## src/rtl/byte_range_header_parser_defines.svh

```systemverilog
// Assertion macros for the byte range header parser.
`ifndef BYTE_RANGE_HEADER_PARSER_DEFINES_SVH
`define BYTE_RANGE_HEADER_PARSER_DEFINES_SVH

// Same-cycle implication, clocked on clk, off during reset
`define BRHP_ASSERT(lbl, ante, cons, msg) \
  lbl: assert property (@(posedge clk) disable iff (rst) (ante) |-> (cons)) else $error(msg);

// Next-cycle implication, clocked on clk, off during reset
`define BRHP_ASSERT_NEXT(lbl, ante, cons, msg) \
  lbl: assert property (@(posedge clk) disable iff (rst) (ante) |=> (cons)) else $error(msg);

`endif

```

## src/rtl/brhp_pkg.sv

```systemverilog
package brhp_pkg;

  // Character and result field widths, and the default offset width
  localparam int CHAR_W              = 8;
  localparam int FIELD_W             = 48;
  localparam int OFFSET_BITS_DEFAULT = 48;

  // Header summary flags handed from the scanner to the evaluator
  typedef struct packed {
    logic ok_pre;        // prefix good and a dash was seen
    logic suffix_form;   // dash came first after the prefix
    logic tail_present;  // something followed the dash
  } sum_flags_t;

endpackage

```

## src/rtl/brhp_scan.sv

```systemverilog
module brhp_scan import brhp_pkg::*; #(
  parameter int OFFSET_BITS = OFFSET_BITS_DEFAULT
) (
  input  logic                   clk,
  input  logic                   rst,
  input  logic                   step,
  input  logic [CHAR_W-1:0]      header_char,
  input  logic                   last_char,
  output logic [OFFSET_BITS-1:0] sum_start,
  output logic [OFFSET_BITS-1:0] sum_tail,
  output sum_flags_t             sum_flags
);

  localparam logic [OFFSET_BITS-1:0] MAX_VAL    = {OFFSET_BITS{1'b1}};
  localparam int                     PREFIX_LEN = 6;
  localparam logic [CHAR_W-1:0]      CHAR_ZERO  = 8'h30;
  localparam logic [CHAR_W-1:0]      CHAR_NINE  = 8'h39;
  localparam logic [CHAR_W-1:0]      CHAR_DASH  = 8'h2d;

  typedef enum logic [3:0] {
    PH_PREFIX = 4'b0001,
    PH_EMPTY  = 4'b0010,
    PH_START  = 4'b0100,
    PH_TAIL   = 4'b1000
  } phase_t;

  // Expected character of the "bytes=" prefix at a given position
  function automatic logic [CHAR_W-1:0] prefix_char(input logic [2:0] idx);
    logic [CHAR_W-1:0] ch;
    unique case (idx)
      3'd0:    ch = 8'h62;  // b
      3'd1:    ch = 8'h79;  // y
      3'd2:    ch = 8'h74;  // t
      3'd3:    ch = 8'h65;  // e
      3'd4:    ch = 8'h73;  // s
      default: ch = 8'h3d;  // =
    endcase
    return ch;
  endfunction

  // acc * 10 + d, saturating at the offset maximum
  function automatic logic [OFFSET_BITS-1:0] add_digit(input logic [OFFSET_BITS-1:0] acc,
                                                       input logic [3:0] d);
    logic [OFFSET_BITS+3:0] wide;
    wide = ({4'b0, acc} << 3) + ({4'b0, acc} << 1) + {{OFFSET_BITS{1'b0}}, d};
    if (wide > {4'b0, MAX_VAL}) begin
      return MAX_VAL;
    end
    return wide[OFFSET_BITS-1:0];
  endfunction

  logic [2:0]             prefix_matched, prefix_matched_next;
  phase_t                 phase, phase_next;
  logic [OFFSET_BITS-1:0] start_accum, start_accum_next;
  logic [OFFSET_BITS-1:0] tail_accum, tail_accum_next;
  logic                   start_open, start_open_next;
  logic                   tail_open, tail_open_next;
  logic                   tail_present, tail_present_next;
  logic                   suffix_form, suffix_form_next;
  logic                   header_bad, header_bad_next;

  logic                   is_digit;
  logic [3:0]             digit_val;
  logic [OFFSET_BITS-1:0] acc_sum;

  assign is_digit  = (header_char >= CHAR_ZERO) && (header_char <= CHAR_NINE);
  assign digit_val = is_digit ? 4'(header_char - CHAR_ZERO) : 4'd0;

  // One shared accumulate unit: tail number after the dash, start number before
  assign acc_sum = add_digit((phase == PH_TAIL) ? tail_accum : start_accum, digit_val);

  // Per-character state update
  always_comb begin
    prefix_matched_next = prefix_matched;
    phase_next          = phase;
    start_accum_next    = start_accum;
    tail_accum_next     = tail_accum;
    start_open_next     = start_open;
    tail_open_next      = tail_open;
    tail_present_next   = tail_present;
    suffix_form_next    = suffix_form;
    header_bad_next     = header_bad;
    unique case (phase)
      PH_PREFIX: begin
        if (header_char != prefix_char(prefix_matched)) begin
          header_bad_next = 1'b1;
        end
        prefix_matched_next = 3'(prefix_matched + 3'd1);
        if (prefix_matched == 3'(PREFIX_LEN - 1)) begin
          phase_next = PH_EMPTY;
        end
      end
      PH_EMPTY, PH_START: begin
        if (header_char == CHAR_DASH) begin
          suffix_form_next = (phase == PH_EMPTY);
          phase_next       = PH_TAIL;
        end else begin
          phase_next = PH_START;
          if (start_open && is_digit) begin
            start_accum_next = acc_sum;
          end else begin
            start_open_next = 1'b0;
          end
        end
      end
      PH_TAIL: begin
        tail_present_next = 1'b1;
        if (tail_open && is_digit) begin
          tail_accum_next = acc_sum;
        end else begin
          tail_open_next = 1'b0;
        end
      end
      default: begin
        phase_next = PH_PREFIX;
      end
    endcase
  end

  // Summary of the header including the current character
  assign sum_start              = start_accum_next;
  assign sum_tail               = tail_accum_next;
  assign sum_flags.ok_pre       = !header_bad_next && (phase_next == PH_TAIL);
  assign sum_flags.suffix_form  = suffix_form_next;
  assign sum_flags.tail_present = tail_present_next;

  // State registers; the last character returns everything to reset
  always_ff @(posedge clk) begin
    if (rst || (step && last_char)) begin
      prefix_matched <= '0;
      phase          <= PH_PREFIX;
      start_accum    <= '0;
      tail_accum     <= '0;
      start_open     <= 1'b1;
      tail_open      <= 1'b1;
      tail_present   <= 1'b0;
      suffix_form    <= 1'b0;
      header_bad     <= 1'b0;
    end else if (step) begin
      prefix_matched <= prefix_matched_next;
      phase          <= phase_next;
      start_accum    <= start_accum_next;
      tail_accum     <= tail_accum_next;
      start_open     <= start_open_next;
      tail_open      <= tail_open_next;
      tail_present   <= tail_present_next;
      suffix_form    <= suffix_form_next;
      header_bad     <= header_bad_next;
    end
  end

endmodule

```

## src/rtl/brhp_eval.sv

```systemverilog
`include "byte_range_header_parser_defines.svh"

module brhp_eval import brhp_pkg::*; #(
  parameter int OFFSET_BITS = OFFSET_BITS_DEFAULT
) (
  input  logic                   clk,
  input  logic                   rst,
  input  logic                   load,
  input  logic [OFFSET_BITS-1:0] ld_start,
  input  logic [OFFSET_BITS-1:0] ld_tail,
  input  sum_flags_t             ld_flags,
  input  logic [FIELD_W-1:0]     resource_size,
  output logic                   ready,
  output logic                   out_valid,
  input  logic                   out_stall,
  output logic                   status,
  output logic [FIELD_W-1:0]     first_byte,
  output logic [FIELD_W-1:0]     last_byte
);

  localparam int                 FSW   = (OFFSET_BITS > FIELD_W) ? OFFSET_BITS : FIELD_W;
  localparam logic [FSW-1:0]     MAX_W = FSW'({OFFSET_BITS{1'b1}});

  logic                   s2_valid;
  logic [OFFSET_BITS-1:0] s2_start;
  logic [OFFSET_BITS-1:0] s2_tail;
  logic [OFFSET_BITS-1:0] s2_fs;
  sum_flags_t             s2_flags;
  logic                   s2_go;
  logic                   s2_hold;

  logic [FSW-1:0]         fs_w;
  logic [OFFSET_BITS-1:0] fs_sat;
  logic [OFFSET_BITS-1:0] fs_m1;
  logic                   tail_sel;
  logic                   ok;
  logic [OFFSET_BITS-1:0] first_v;
  logic [OFFSET_BITS-1:0] last_v;
  logic [FSW-1:0]         first_w;
  logic [FSW-1:0]         last_w;

  assign s2_go = !out_valid || !out_stall;
  assign ready = !s2_valid || s2_go;

  // Summary held back by a stalled result
  assign s2_hold = s2_valid && !s2_go;

  // File size saturates at the offset maximum
  assign fs_w   = FSW'(resource_size);
  assign fs_sat = (fs_w > MAX_W) ? MAX_W[OFFSET_BITS-1:0] : fs_w[OFFSET_BITS-1:0];

  // Summary register
  always_ff @(posedge clk) begin
    if (rst) begin
      s2_valid <= 1'b0;
    end else if (load) begin
      s2_valid <= 1'b1;
    end else if (s2_go) begin
      s2_valid <= 1'b0;
    end
  end

  always_ff @(posedge clk) begin
    if (load) begin
      s2_start <= ld_start;
      s2_tail  <= ld_tail;
      s2_fs    <= fs_sat;
      s2_flags <= ld_flags;
    end
  end

  // Range checks; start after end only matters when the end comes from the tail
  assign fs_m1    = s2_fs - OFFSET_BITS'(1);
  assign tail_sel = s2_flags.tail_present && (s2_tail < s2_fs);

  always_comb begin
    ok      = s2_flags.ok_pre;
    first_v = '0;
    last_v  = '0;
    if (s2_flags.suffix_form) begin
      if ((s2_tail == '0) || (s2_tail >= s2_fs)) begin
        ok = 1'b0;
      end
      first_v = s2_fs - s2_tail;
      last_v  = fs_m1;
    end else begin
      first_v = s2_start;
      last_v  = tail_sel ? s2_tail : fs_m1;
      if ((s2_start >= s2_fs) || (tail_sel && (s2_start > s2_tail))) begin
        ok = 1'b0;
      end
    end
    if (!ok) begin
      first_v = '0;
      last_v  = '0;
    end
  end

  assign first_w = FSW'(first_v);
  assign last_w  = FSW'(last_v);

  // Result register
  always_ff @(posedge clk) begin
    if (rst) begin
      out_valid <= 1'b0;
    end else if (s2_go) begin
      out_valid <= s2_valid;
    end
  end

  always_ff @(posedge clk) begin
    if (s2_go && s2_valid) begin
      status     <= !ok;
      first_byte <= first_w[FIELD_W-1:0];
      last_byte  <= last_w[FIELD_W-1:0];
    end
  end

  `BRHP_ASSERT(a_range_order, out_valid && !status, first_byte <= last_byte, "range reversed")
  `BRHP_ASSERT(a_bad_zeroed, out_valid && status, (first_byte | last_byte) == '0, "offsets set")
  `BRHP_ASSERT(a_no_overrun, load, !s2_valid || s2_go, "summary overwritten while held")
  `BRHP_ASSERT_NEXT(a_sum_hold, s2_hold, s2_valid && $stable({s2_start, s2_flags}), "summary moved")

endmodule

```

## src/rtl/byte_range_header_parser.sv

```systemverilog
// The last character's result passes the input, summary and result registers in order.
// Throughput: one character beat per cycle, the last one waiting for a free summary slot;
// bound by the scanner's saturating times-ten accumulate loop; one result beat per header.
// Reset (rst, synchronous): clears all valids and returns the scanner to the start of a
// header; no clearing pass, the block takes beats in the first cycle after reset.
module byte_range_header_parser import brhp_pkg::*; #(
  parameter int OFFSET_BITS = OFFSET_BITS_DEFAULT
) (
  input  logic               clk,
  input  logic               rst,
  input  logic               in_valid,
  output logic               in_stall,
  input  logic [CHAR_W-1:0]  header_char,
  input  logic               last_char,
  input  logic [FIELD_W-1:0] resource_size,
  output logic               out_valid,
  input  logic               out_stall,
  output logic               status,
  output logic [FIELD_W-1:0] first_byte,
  output logic [FIELD_W-1:0] last_byte
);

  logic                   s1_valid;
  logic [CHAR_W-1:0]      s1_char;
  logic                   s1_last;
  logic [FIELD_W-1:0]     s1_fs;
  logic                   s1_go;
  logic                   step;
  logic                   in_take;
  logic                   sum_ready;
  logic [OFFSET_BITS-1:0] sum_start;
  logic [OFFSET_BITS-1:0] sum_tail;
  sum_flags_t             sum_flags;

  // Ordinary characters always move on; the last one waits for a free summary slot
  assign s1_go    = !s1_last || sum_ready;
  assign step     = s1_valid && s1_go;
  assign in_stall = s1_valid && !s1_go;
  assign in_take  = in_valid && !in_stall;

  // Input register
  always_ff @(posedge clk) begin
    if (rst) begin
      s1_valid <= 1'b0;
    end else if (!s1_valid || s1_go) begin
      s1_valid <= in_valid;
    end
  end

  always_ff @(posedge clk) begin
    if (in_take) begin
      s1_char <= header_char;
      s1_last <= last_char;
      s1_fs   <= resource_size;
    end
  end

  brhp_scan #(
    .OFFSET_BITS(OFFSET_BITS)
  ) u_scan (
    .clk        (clk),
    .rst        (rst),
    .step       (step),
    .header_char(s1_char),
    .last_char  (s1_last),
    .sum_start  (sum_start),
    .sum_tail   (sum_tail),
    .sum_flags  (sum_flags)
  );

  brhp_eval #(
    .OFFSET_BITS(OFFSET_BITS)
  ) u_eval (
    .clk          (clk),
    .rst          (rst),
    .load         (step && s1_last),
    .ld_start     (sum_start),
    .ld_tail      (sum_tail),
    .ld_flags     (sum_flags),
    .resource_size(s1_fs),
    .ready        (sum_ready),
    .out_valid    (out_valid),
    .out_stall    (out_stall),
    .status       (status),
    .first_byte   (first_byte),
    .last_byte    (last_byte)
  );

endmodule

```

## config.mk

```make
export PLATFORM = sky130hd
export DESIGN_NAME = byte_range_header_parser
export DESIGN_NICKNAME = d
export VERILOG_FILES = /design/src/rtl/brhp_pkg.sv /design/src/rtl/brhp_scan.sv /design/src/rtl/brhp_eval.sv /design/src/rtl/byte_range_header_parser.sv
export VERILOG_INCLUDE_DIRS = /design/src /design/src/rtl
export SDC_FILE = /design/constraint.sdc
export NUM_CORES = 1
export LEC_CHECK = 0
export ABC_AREA = 0
export BUFFER_PORTS_ARGS = -buffer_cell sky130_fd_sc_hd__buf_4
export CAP_MARGIN = 0
export CORE_MARGIN = 2
export CORE_UTILIZATION = 42
export CTS_CLUSTER_DIAMETER = 30
export DETAILED_ROUTE_END_ITERATION = 7
export MAX_ROUTING_LAYER = met4
export SYNTH_ARGS = -nofsm -noshare
export SYNTH_HDL_FRONTEND = slang
export SYNTH_SLANG_ARGS = --single-unit
```

## constraint.sdc

```tcl
create_clock -name clk -period 9.6 [get_ports clk]
set_clock_uncertainty 0.15 [all_clocks]
set_input_delay 0.48 -clock clk [delete_from_list [all_inputs] [get_ports clk]]
set_output_delay 0.48 -clock clk [all_outputs]
set_load 0.01 [all_outputs]
```

==> summary.md, run 1 <==
| Metric | Value |
|---|---|
| Clock Sinks | `412` |
| Via/cell ratio | `5.77` |
| Setup crit end | `u_eval.s2_tail[43]` |
| Synth area leaders | `edfxtp_1 35%, ha_1 12%, dfxtp_1 8.6%` |
| Number of global-route vias before repair | `21200` |
| Synthesis-to-finish area growth | `21.5%` |
| Total Neg Setup Slack | `0 ns` |
| Relative slew slack | `28.5%` |
| Top Ports | `160` |
| Cells on Worst Hold Path | `3` |
| IO buf count | `159` |
| Routed vias | `21600` |
| Top cell type's share of synthesized area | `34.9%` |
| Initial antenna violation count | `0` |
| Max FO, Critical Path | `53` |
| Cts bufs inserted | `96` |
| Die area | `63600 sq um` |
| Die width | `252 um` |
| Most common cell after layout, fill and taps aside | `a21oi_1` |
| Stages on worst setup path | `19` |
| Ys Warns | `0` |
| Synth Area per Inst | `9.56 sq um` |
| Slew @ Worst Pin | `1.07 ns` |
| Root Driver | `clkbuf_16` |
| GRT overflow | `0` |
| Slowest stage cell, crit path | `buf_4` |
| Clk_lat worst skew | `0.64 ns` |
| Syn_nets | `3015` |
| Row Count | `91` |
| TritonRoute pass-1 iters | `5` |
| Max Slew Vio Count | `0` |
| Final Util | `51.3%` |
| Mapped Cells | `2707` |
| Peak VDD IR | `123 uV` |
| Hold violation total from the final report | `0` |
| Total GRT Usage | `24.9%` |
| Worst Hold Class | `in -> reg` |
| Fin nets | `3175` |
| CTS tree | `yes` |
| First-pass GRT wire length | `121000 um` |
| CP arrival | `6.84 ns` |
| Wire per inst | `20.9 um` |
| Reg-to-Reg End | `u_eval.s2_tail[43]` |
| Total length of routed wires | `78000 um` |
| Leak | `12.9 nW` |
| Final min period | `6.66 ns` |
| Area after detailed placement | `27500 sq um` |
| Clk buf depth | `3` |
| Yosys reg bits | `412` |
| # diodes | `0` |
| Post-synth cell types | `79` |
| GRT Max-Usage Layer | `met2` |
| CTS clk-pin slew, worst paths | `0.04 ns` |
| FMAX | `0.150 GHz` |
| Starting Density | `42.2%` |
| GR Layer Usage met1 | `34.1%` |
| Synth async-reset ratio | `0%` |
| Area leader, netlist | `edfxtp_1` |
| CP Launch Type | `flip-flop` |
| R2R Path Start | `u_scan.phase[3]` |
| Crit. Startpoint | `u_scan.phase[3]` |
| Post-Syn Area | `25900 sq um` |
| Final setup margin | `2.94 ns` |
| Critical Path Sink Type | `flip-flop` |
| Hold_ws | `0.189 ns` |
| H-tree levels | `3` |
| CP bufs+invs | `4` |
| Worst-path cell chain | `nand2b_1 > nor3_4 > buf_4 > mux2_2 > inv_1 > fa_1 > inv_1 > ha_1 > a211oi_2 > o21ai_1 > o2111ai_1 > a21oi_1 > a311oi_2 > o41a_2 > mux2i_1 > or4_2 > buf_4 > a31oi_1 > a21oi_1` |
| DR iter-0 viols | `1812` |
| CP Class | `reg -> reg` |
| Largest net degree at the start of global routing | `100` |
| Final Cell Area | `31500 sq um` |
| Die Height | `252 um` |
| Gpl congestion | `0.967` |
| Most frequent cells in the layout | `336 x a21oi_1, 314 x nor2_1, 301 x edfxtp_1` |
| Slowest stage delay, CP | `0.67 ns` |
| Status | `finished, final reports clean` |
| Place WS | `2.95 ns` |
| FF-to-FF setup slack | `2.94 ns` |
| Post-synth EDFFs | `301` |
| Worst endpoint required time | `9.78 ns` |
| Largest delay contributor family on the critical path | `compound AO/OA/AOI/OAI gates` |
| RSZ-0062 raised after global routing | `no` |
| Final Cycle Share | `69.3%` |
| DRC errors left | `0` |
| CORE AREA | `61400 sq um` |
| Number of max-cap violations | `0` |
| Final setup viols | `0` |
| Met2 Resource Use GR | `37.9%` |
| GRT met3 Usage | `3.85%` |
| Seq/Total Area, Yosys | `43.5%` |
| DP HPWL | `56700 um` |
| Pwr dens | `175 nW/um^2` |
| ANT nets after route | `0` |
| Layout cell share with drive strength beyond 1 | `14.6%` |
| Reg2reg path depth | `19` |
| Prevailing post-synth register cell | `edfxtp_1` |
-- kinds of logic after synthesis --
kind of cell             synth area share (%)
adder cells (fa/ha/maj)                  12.0
XOR/XNOR                                 4.36
AND/OR/NAND/NOR                          13.9
buffers and inverters                    4.65
AO/OA/AOI/OAI                            17.8
multiplexers                             3.71
flip-flops                               43.5
-- flip-flops by register name, summed over array words and instances, names as in the netlist, 3 cells and up --
register	cells
s1_char	8
u_scan.phase	4
s1_fs	48
u_scan.start_accum	48
u_scan.tail_accum	48
u_eval.first_byte	48
u_eval.s2_flags	3
u_scan.prefix_matched	3
u_eval.s2_tail	48
u_eval.s2_start	48
u_eval.last_byte	48
u_eval.s2_fs	48
-- worst reg2reg max path, cell delays in order (launching register included) --
cell,delay (ns)
dfxtp_1,0.45
nand2b_1,0.19
nor3_4,0.14
buf_4,0.67
mux2_2,0.32
inv_1,0.05
fa_1,0.56
inv_1,0.06
ha_1,0.31
a211oi_2,0.07
o21ai_1,0.31
o2111ai_1,0.19
a21oi_1,0.33
a311oi_2,0.23
o41a_2,0.57
mux2i_1,0.13
or4_2,0.65
buf_4,0.41
a31oi_1,0.43
a21oi_1,0.14
-- report_power, final --
group / total (mW) / switching, mW / internal, mW / leakage (nW)
clock network: 3.27 / 1.02 / 2.24 / 1.60
logic: 0.239 / 0.137 / 0.102 / 7.54
registers: 1.99 / 0.0337 / 1.96 / 3.76
total: 5.50 / 1.19 / 4.30 / 12.9
-- how the worst min path moves through the flow --
stage | startpoint | end | slack (ns)
4_1_cts | in_valid | s1_last | 0.17
5_1_grt | in_valid | s1_last | 0.18
6_report | in_valid | s1_last | 0.19
3_5_place_dp | s1_fs[24] | u_eval.s2_fs[24] | 0.25
3_3_place_gp | s1_fs[10] | u_eval.s2_fs[10] | 0.25
2_1_floorplan | u_scan.start_open | u_scan.start_open | 0.26
-- per-layer routing --
metal	up-vias	wire, um
li1	10300	-
met1	10400	36200
met2	788	34800
met3	147	4700
met4	0	2330
met5	-	0
-- cells in the mapped netlist, types with 30 or more instances --
| master | number |
|---|---|
| a21oi_1 | 336 |
| nor2_1 | 316 |
| edfxtp_1 | 301 |
| ha_1 | 244 |
| o21ai_0 | 184 |
| clkbuf_1 | 159 |
| nand2_1 | 129 |
| inv_1 | 127 |
| dfxtp_1 | 111 |
| xnor2_1 | 94 |
| a211oi_1 | 58 |
| mux2_2 | 48 |
| a21o_1 | 44 |
| nand4_1 | 44 |
| nand3_1 | 43 |
| mux2i_1 | 42 |
| nor4_1 | 42 |
| nor3_1 | 41 |
| xor2_1 | 35 |
| nor2_2 | 30 |
-- metrics by stage --
| step | power, mW | instances |
|---|---|---|
| final | 5.50 | 3740 |
| after detailed placement | 2.24 | 3499 |
| after global routing | 5.67 | 3740 |
| after floorplan | 2.16 | 2707 |
| after global placement | 2.24 | 3499 |
| after CTS | 5.55 | 3740 |
-- timing repair --
action                                 4_1_cts  5_1_grt
endpoints found under the hold margin       60        0
setup buffers                                0        0
gates resized for setup                      0        0
hold buffers                                60        0
-- layout make-up --
| type | count | area, sq um |
|---|---|---|
| clock buffer | 128 | 2640 |
| clock inverter | 53 | 686 |
| fill | 5458 | 29900 |
| inverter | 127 | 477 |
| multi-input combinational | 1991 | 13500 |
| sequential | 412 | 11300 |
| tap | 790 | 988 |
| timing repair buffer | 239 | 1940 |
No activity file was read; power rests on OpenSTA's default activity.
==> inputs of run 2 (changes only) <==
--- a/config.mk
+++ b/config.mk
@@ -6,7 +6,7 @@
 export SDC_FILE = /design/constraint.sdc
 export NUM_CORES = 1
 export LEC_CHECK = 0
-export ABC_AREA = 0
+export ABC_AREA = 1
 export BUFFER_PORTS_ARGS = -buffer_cell sky130_fd_sc_hd__buf_4
 export CAP_MARGIN = 0
 export CORE_MARGIN = 2
==> constraint.sdc (replaced) <==
create_clock -name clk -period 6.4 [get_ports clk]
set_clock_uncertainty 0.15 [all_clocks]
set_input_delay 0.32 -clock clk [delete_from_list [all_inputs] [get_ports clk]]
set_output_delay 0.32 -clock clk [all_outputs]
set_load 0.01 [all_outputs]
==> summary.md, run 2 <==
| Metric | Value |
|---|---|
| Status | `finished, final reports clean (unchanged)` |
| Most common cell after layout, fill and taps aside | `nand2_1 (was a21oi_1)` |
| Die width | `269 um (was 252 um)` |
| Worst Hold Class | `in -> reg (unchanged)` |
| ANT nets after route | `0 (unchanged)` |
| Slew @ Worst Pin | `0.968 ns (was 1.07 ns)` |
| Area leader, netlist | `edfxtp_1 (unchanged)` |
| Routed vias | `27200 (was 21600)` |
| TritonRoute pass-1 iters | `5 (unchanged)` |
| Slowest stage delay, CP | `0.54 ns (was 0.67 ns)` |
| FMAX | `0.190 GHz (was 0.150 GHz)` |
| RSZ-0062 raised after global routing | `no (unchanged)` |
| FF-to-FF setup slack | `1.15 ns (was 2.94 ns)` |
| Clock power share | `52.4% (was 59.4%)` |
| Post-synthesis mux area share | `0.0338% (was 3.71%)` |
| # diodes | `0 (unchanged)` |
| Mapped Cells | `4101 (was 2707)` |
| Number of max-cap violations | `0 (unchanged)` |
| Hold_ws | `0.241 ns (was 0.189 ns)` |
| Clock Sinks | `412 (unchanged)` |
| Via/cell ratio | `5.14 (was 5.77)` |
| Clk_lat worst skew | `0.64 ns (about the same)` |
| Worst endpoint required time | `6.63 ns (was 9.78 ns)` |
| Internal power | `6.17 mW (was 4.30 mW)` |
| Largest net degree at the start of global routing | `97 (was 100)` |
| Most frequent cells in the layout | `1017 x nand2_1, 694 x inv_1, 459 x nor2_1 (was 336 x a21oi_1, 314 x nor2_1, 301 x edfxtp_1)` |
| Cells on Worst Hold Path | `2 (was 3)` |
| Post-synthesis compound-gate area fraction | `10.8% (was 17.8%)` |
| CP arrival | `5.48 ns (was 6.84 ns)` |
| Prevailing post-synth register cell | `edfxtp_1 (unchanged)` |
| Gate power share | `11.1% (was 4.3%)` |
| Post-synthesis xor/xnor area fraction | `2.19% (was 4.36%)` |
| CTS clk-pin slew, worst paths | `0.05 ns (was 0.04 ns)` |
| Final Util | `50.1% (was 51.3%)` |
| Yosys reg bits | `412 (unchanged)` |
| Final setup viols | `0 (unchanged)` |
| Total Neg Setup Slack | `0 ns (unchanged)` |
| GRT overflow | `0 (unchanged)` |
| Post-synth cell types | `49 (was 79)` |
| P_sw | `2.24 mW (was 1.19 mW)` |
| Post-synth top cells | `1017 x nand2_1, 696 x inv_1, 463 x nor2_1, 301 x edfxtp_1, 264 x a21oi_1 (was 336 x a21oi_1, 316 x nor2_1, 301 x edfxtp_1, 244 x ha_1, 184 x o21ai_0)` |
| Pwr dens | `240 nW/um^2 (was 175 nW/um^2)` |
| Total length of routed wires | `98100 um (was 78000 um)` |
| Final Cycle Share | `82.0% (was 69.3%)` |
| Synthesis-to-finish area growth | `18.4% (was 21.5%)` |
| Synth async-reset ratio | `0% (unchanged)` |
| Leak | `17.0 nW (was 12.9 nW)` |
| Fin nets | `4579 (was 3175)` |
| Top Ports | `160 (unchanged)` |
| Adder-cell share of the synthesized area | `10.5% (was 12.0%)` |
| Ys Warns | `0 (unchanged)` |
| CORE AREA | `69900 sq um (was 61400 sq um)` |
| IO buf count | `159 (unchanged)` |
| Reg2reg path depth | `22 (was 19)` |
| H-tree levels | `3 (unchanged)` |
| Synth area leaders | `edfxtp_1 31%, nand2_1 13%, ha_1 10% (was edfxtp_1 35%, ha_1 12%, dfxtp_1 8.6%)` |
| Wire per inst | `18.6 um (was 20.9 um)` |
| Min-delay src | `resource_size[42] (was in_valid)` |
| Post-Syn Area | `29600 sq um (was 25900 sq um)` |
| CP Launch Type | `flip-flop (unchanged)` |
| Relative slew slack | `35.4% (was 28.5%)` |
| Most frequent cell after synthesis | `nand2_1 (was a21oi_1)` |
| CP Class | `reg -> reg (unchanged)` |
| Peak VDD IR | `194 uV (was 123 uV)` |
| Die Height | `269 um (was 252 um)` |
| Number of global-route vias before repair | `26100 (was 21200)` |
| Root Driver | `clkbuf_16 (unchanged)` |
| Worst-path cell chain | `nor2_1 > nand2_1 > buf_12 > o21ai_0 > inv_1 > fa_1 > fa_1 > inv_1 > nand2_1 > nand2_1 > nand3_1 > nand2_1 > nand2_1 > nand2_2 > nand2_1 > nand4_1 > nand2_1 > nor2_4 > buf_12 > nand4_1 > nand2_1 > inv_1 (was nand2b_1 > nor3_4 > buf_4 > mux2_2 > inv_1 > fa_1 > inv_1 > ha_1 > a211oi_2 > o21ai_1 > o2111ai_1 > a21oi_1 > a311oi_2 > o41a_2 > mux2i_1 > or4_2 > buf_4 > a31oi_1 > a21oi_1)` |
| CTS Hold Buffers Added | `61 (was 60)` |
| Syn_nets | `4409 (was 3015)` |
| Max FO, Critical Path | `57 (was 53)` |
| Die area | `72600 sq um (was 63600 sq um)` |
| Final setup margin | `1.15 ns (was 2.94 ns)` |
| Post-synth EDFFs | `301 (unchanged)` |
| Max Slew Vio Count | `0 (unchanged)` |
| Flop pwr share | `36.4% (was 36.2%)` |
| Total power | `8.41 mW (was 5.50 mW)` |
| Place WS | `1.31 ns (was 2.95 ns)` |
| Post-CTS Resized | `0 (unchanged)` |
| Slowest stage cell, crit path | `fa_1 (was buf_4)` |
| DRC errors left | `0 (unchanged)` |
| Reg-to-Reg End | `u_eval.s2_tail[5] (was u_eval.s2_tail[43])` |
| Row Count | `97 (was 91)` |
| Min-Delay Endpoint | `s1_fs[42] (was s1_last)` |
| Seq/Total Area, Yosys | `38.1% (was 43.5%)` |
| Sw Share | `26.6% (was 21.7%)` |
| Total GRT Usage | `27.4% (was 24.9%)` |
| Cts bufs inserted | `82 (was 96)` |
| Layout cell share with drive strength beyond 1 | `8.96% (was 14.6%)` |
| Hold violation total from the final report | `0 (unchanged)` |
| CTS tree | `yes (unchanged)` |
| Post-CTS setup repair buffer count | `0 (unchanged)` |
| First-pass GRT wire length | `150000 um (was 121000 um)` |
| Initial antenna violation count | `0 (unchanged)` |
| Synth Area per Inst | `7.21 sq um (was 9.56 sq um)` |
| Critical Path Sink Type | `flip-flop (unchanged)` |
| DP HPWL | `76000 um (was 56700 um)` |
| Top cell type's share of synthesized area | `30.6% (was 34.9%)` |
| Gpl congestion | `0.993 (was 0.967)` |
| Starting Density | `42.3% (was 42.2%)` |
| Post-Synth Simple-Gate Area | `26.9% (was 13.9%)` |
| R2R Path Start | `u_scan.phase[0] (was u_scan.phase[3])` |
| DR iter-0 viols | `2375 (was 1812)` |
| Clk buf depth | `3 (unchanged)` |
| Final min period | `5.25 ns (was 6.66 ns)` |
| Critical Path Most Common Cell | `nand2_1` |
| Largest family of logic cells by synthesized area | `simple AND/OR/NAND/NOR gates (was compound AO/OA/AOI/OAI gates)` |
[run 2: changes by cell type after synthesis, sizes merged, moves of 78 or more]
cell	change
nand2	+892
nand4	+94
nand3	+114
o21ai	+78
inv	+581
nor2	+142
[run 2: metrics by stage]
step	instances	cell area (sq um)
finish	5280	35000
global route	5280	35000
CTS	5280	35000
detailed placement	5066	31500
global placement	5066	31500
floorplan	4101	29600
[run 2: cells by family (layout without fill, tap and decap cells)]
family	Yosys count	count (layout)
compound gates	600	600
xor+xnor	74	74
fa+ha+maj	247	247
buf+inv	870	1109
flops	412	412
mux	1	1
simple gates	1897	1897
[run 2: per-layer routing]
| metal | up-vias | wire (um) | global-route usage, % |
|---|---|---|---|
| met3 | 130 | 6210 | 3.12 |
| met5 | - | 0 | - |
| met2 | 884 | 44400 | 43.0 |
| met1 | 12500 | 44600 | 36.8 |
| li1 | 13700 | - | - |
| met4 | 0 | 2890 | 9.23 |
[run 2: cell type report]
type | instances | area [sq um]
fill | 6984 | 34900
multi-input combinational | 2819 | 15000
sequential | 412 | 11300
inverter | 709 | 2670
clock buffer | 94 | 2120
timing repair buffer | 247 | 2040
tap | 940 | 1180
clock inverter | 59 | 769
[run 2: power groups by stage]
stage	clock network (mW)	registers [mW]	logic, mW
floorplan	0	3.09	0.628
global placement	0	3.11	0.891
detailed placement	0	3.11	0.895
CTS	4.48	3.06	0.927
global route	4.61	3.07	1.05
finish	4.41	3.07	0.936
[run 2: worst max path at each step]
stage                    start               endpoint  cells past startpoint
6_report       u_scan.phase[0]      u_eval.s2_tail[5]                     22
5_1_grt        u_scan.phase[0]  u_scan.start_accum[2]                     24
4_1_cts        u_scan.phase[0]      u_eval.s2_tail[9]                     22
3_5_place_dp   u_scan.phase[0]    u_eval.s2_start[12]                     22
3_3_place_gp   u_scan.phase[0]     u_eval.s2_start[4]                     22
2_1_floorplan  u_eval.s2_valid   u_eval.first_byte[0]                      2
[run 2: critical path: cells and delay by family, from the launching register on]
kind / cells / cell delay [ns]
AND/OR/NAND/NOR: 14 / 2.05
adder cells (fa/ha/maj): 2 / 1.00
buffers and inverters: 5 / 0.91
AO/OA/AOI/OAI: 1 / 0.46
flip-flops: 1 / 0.33
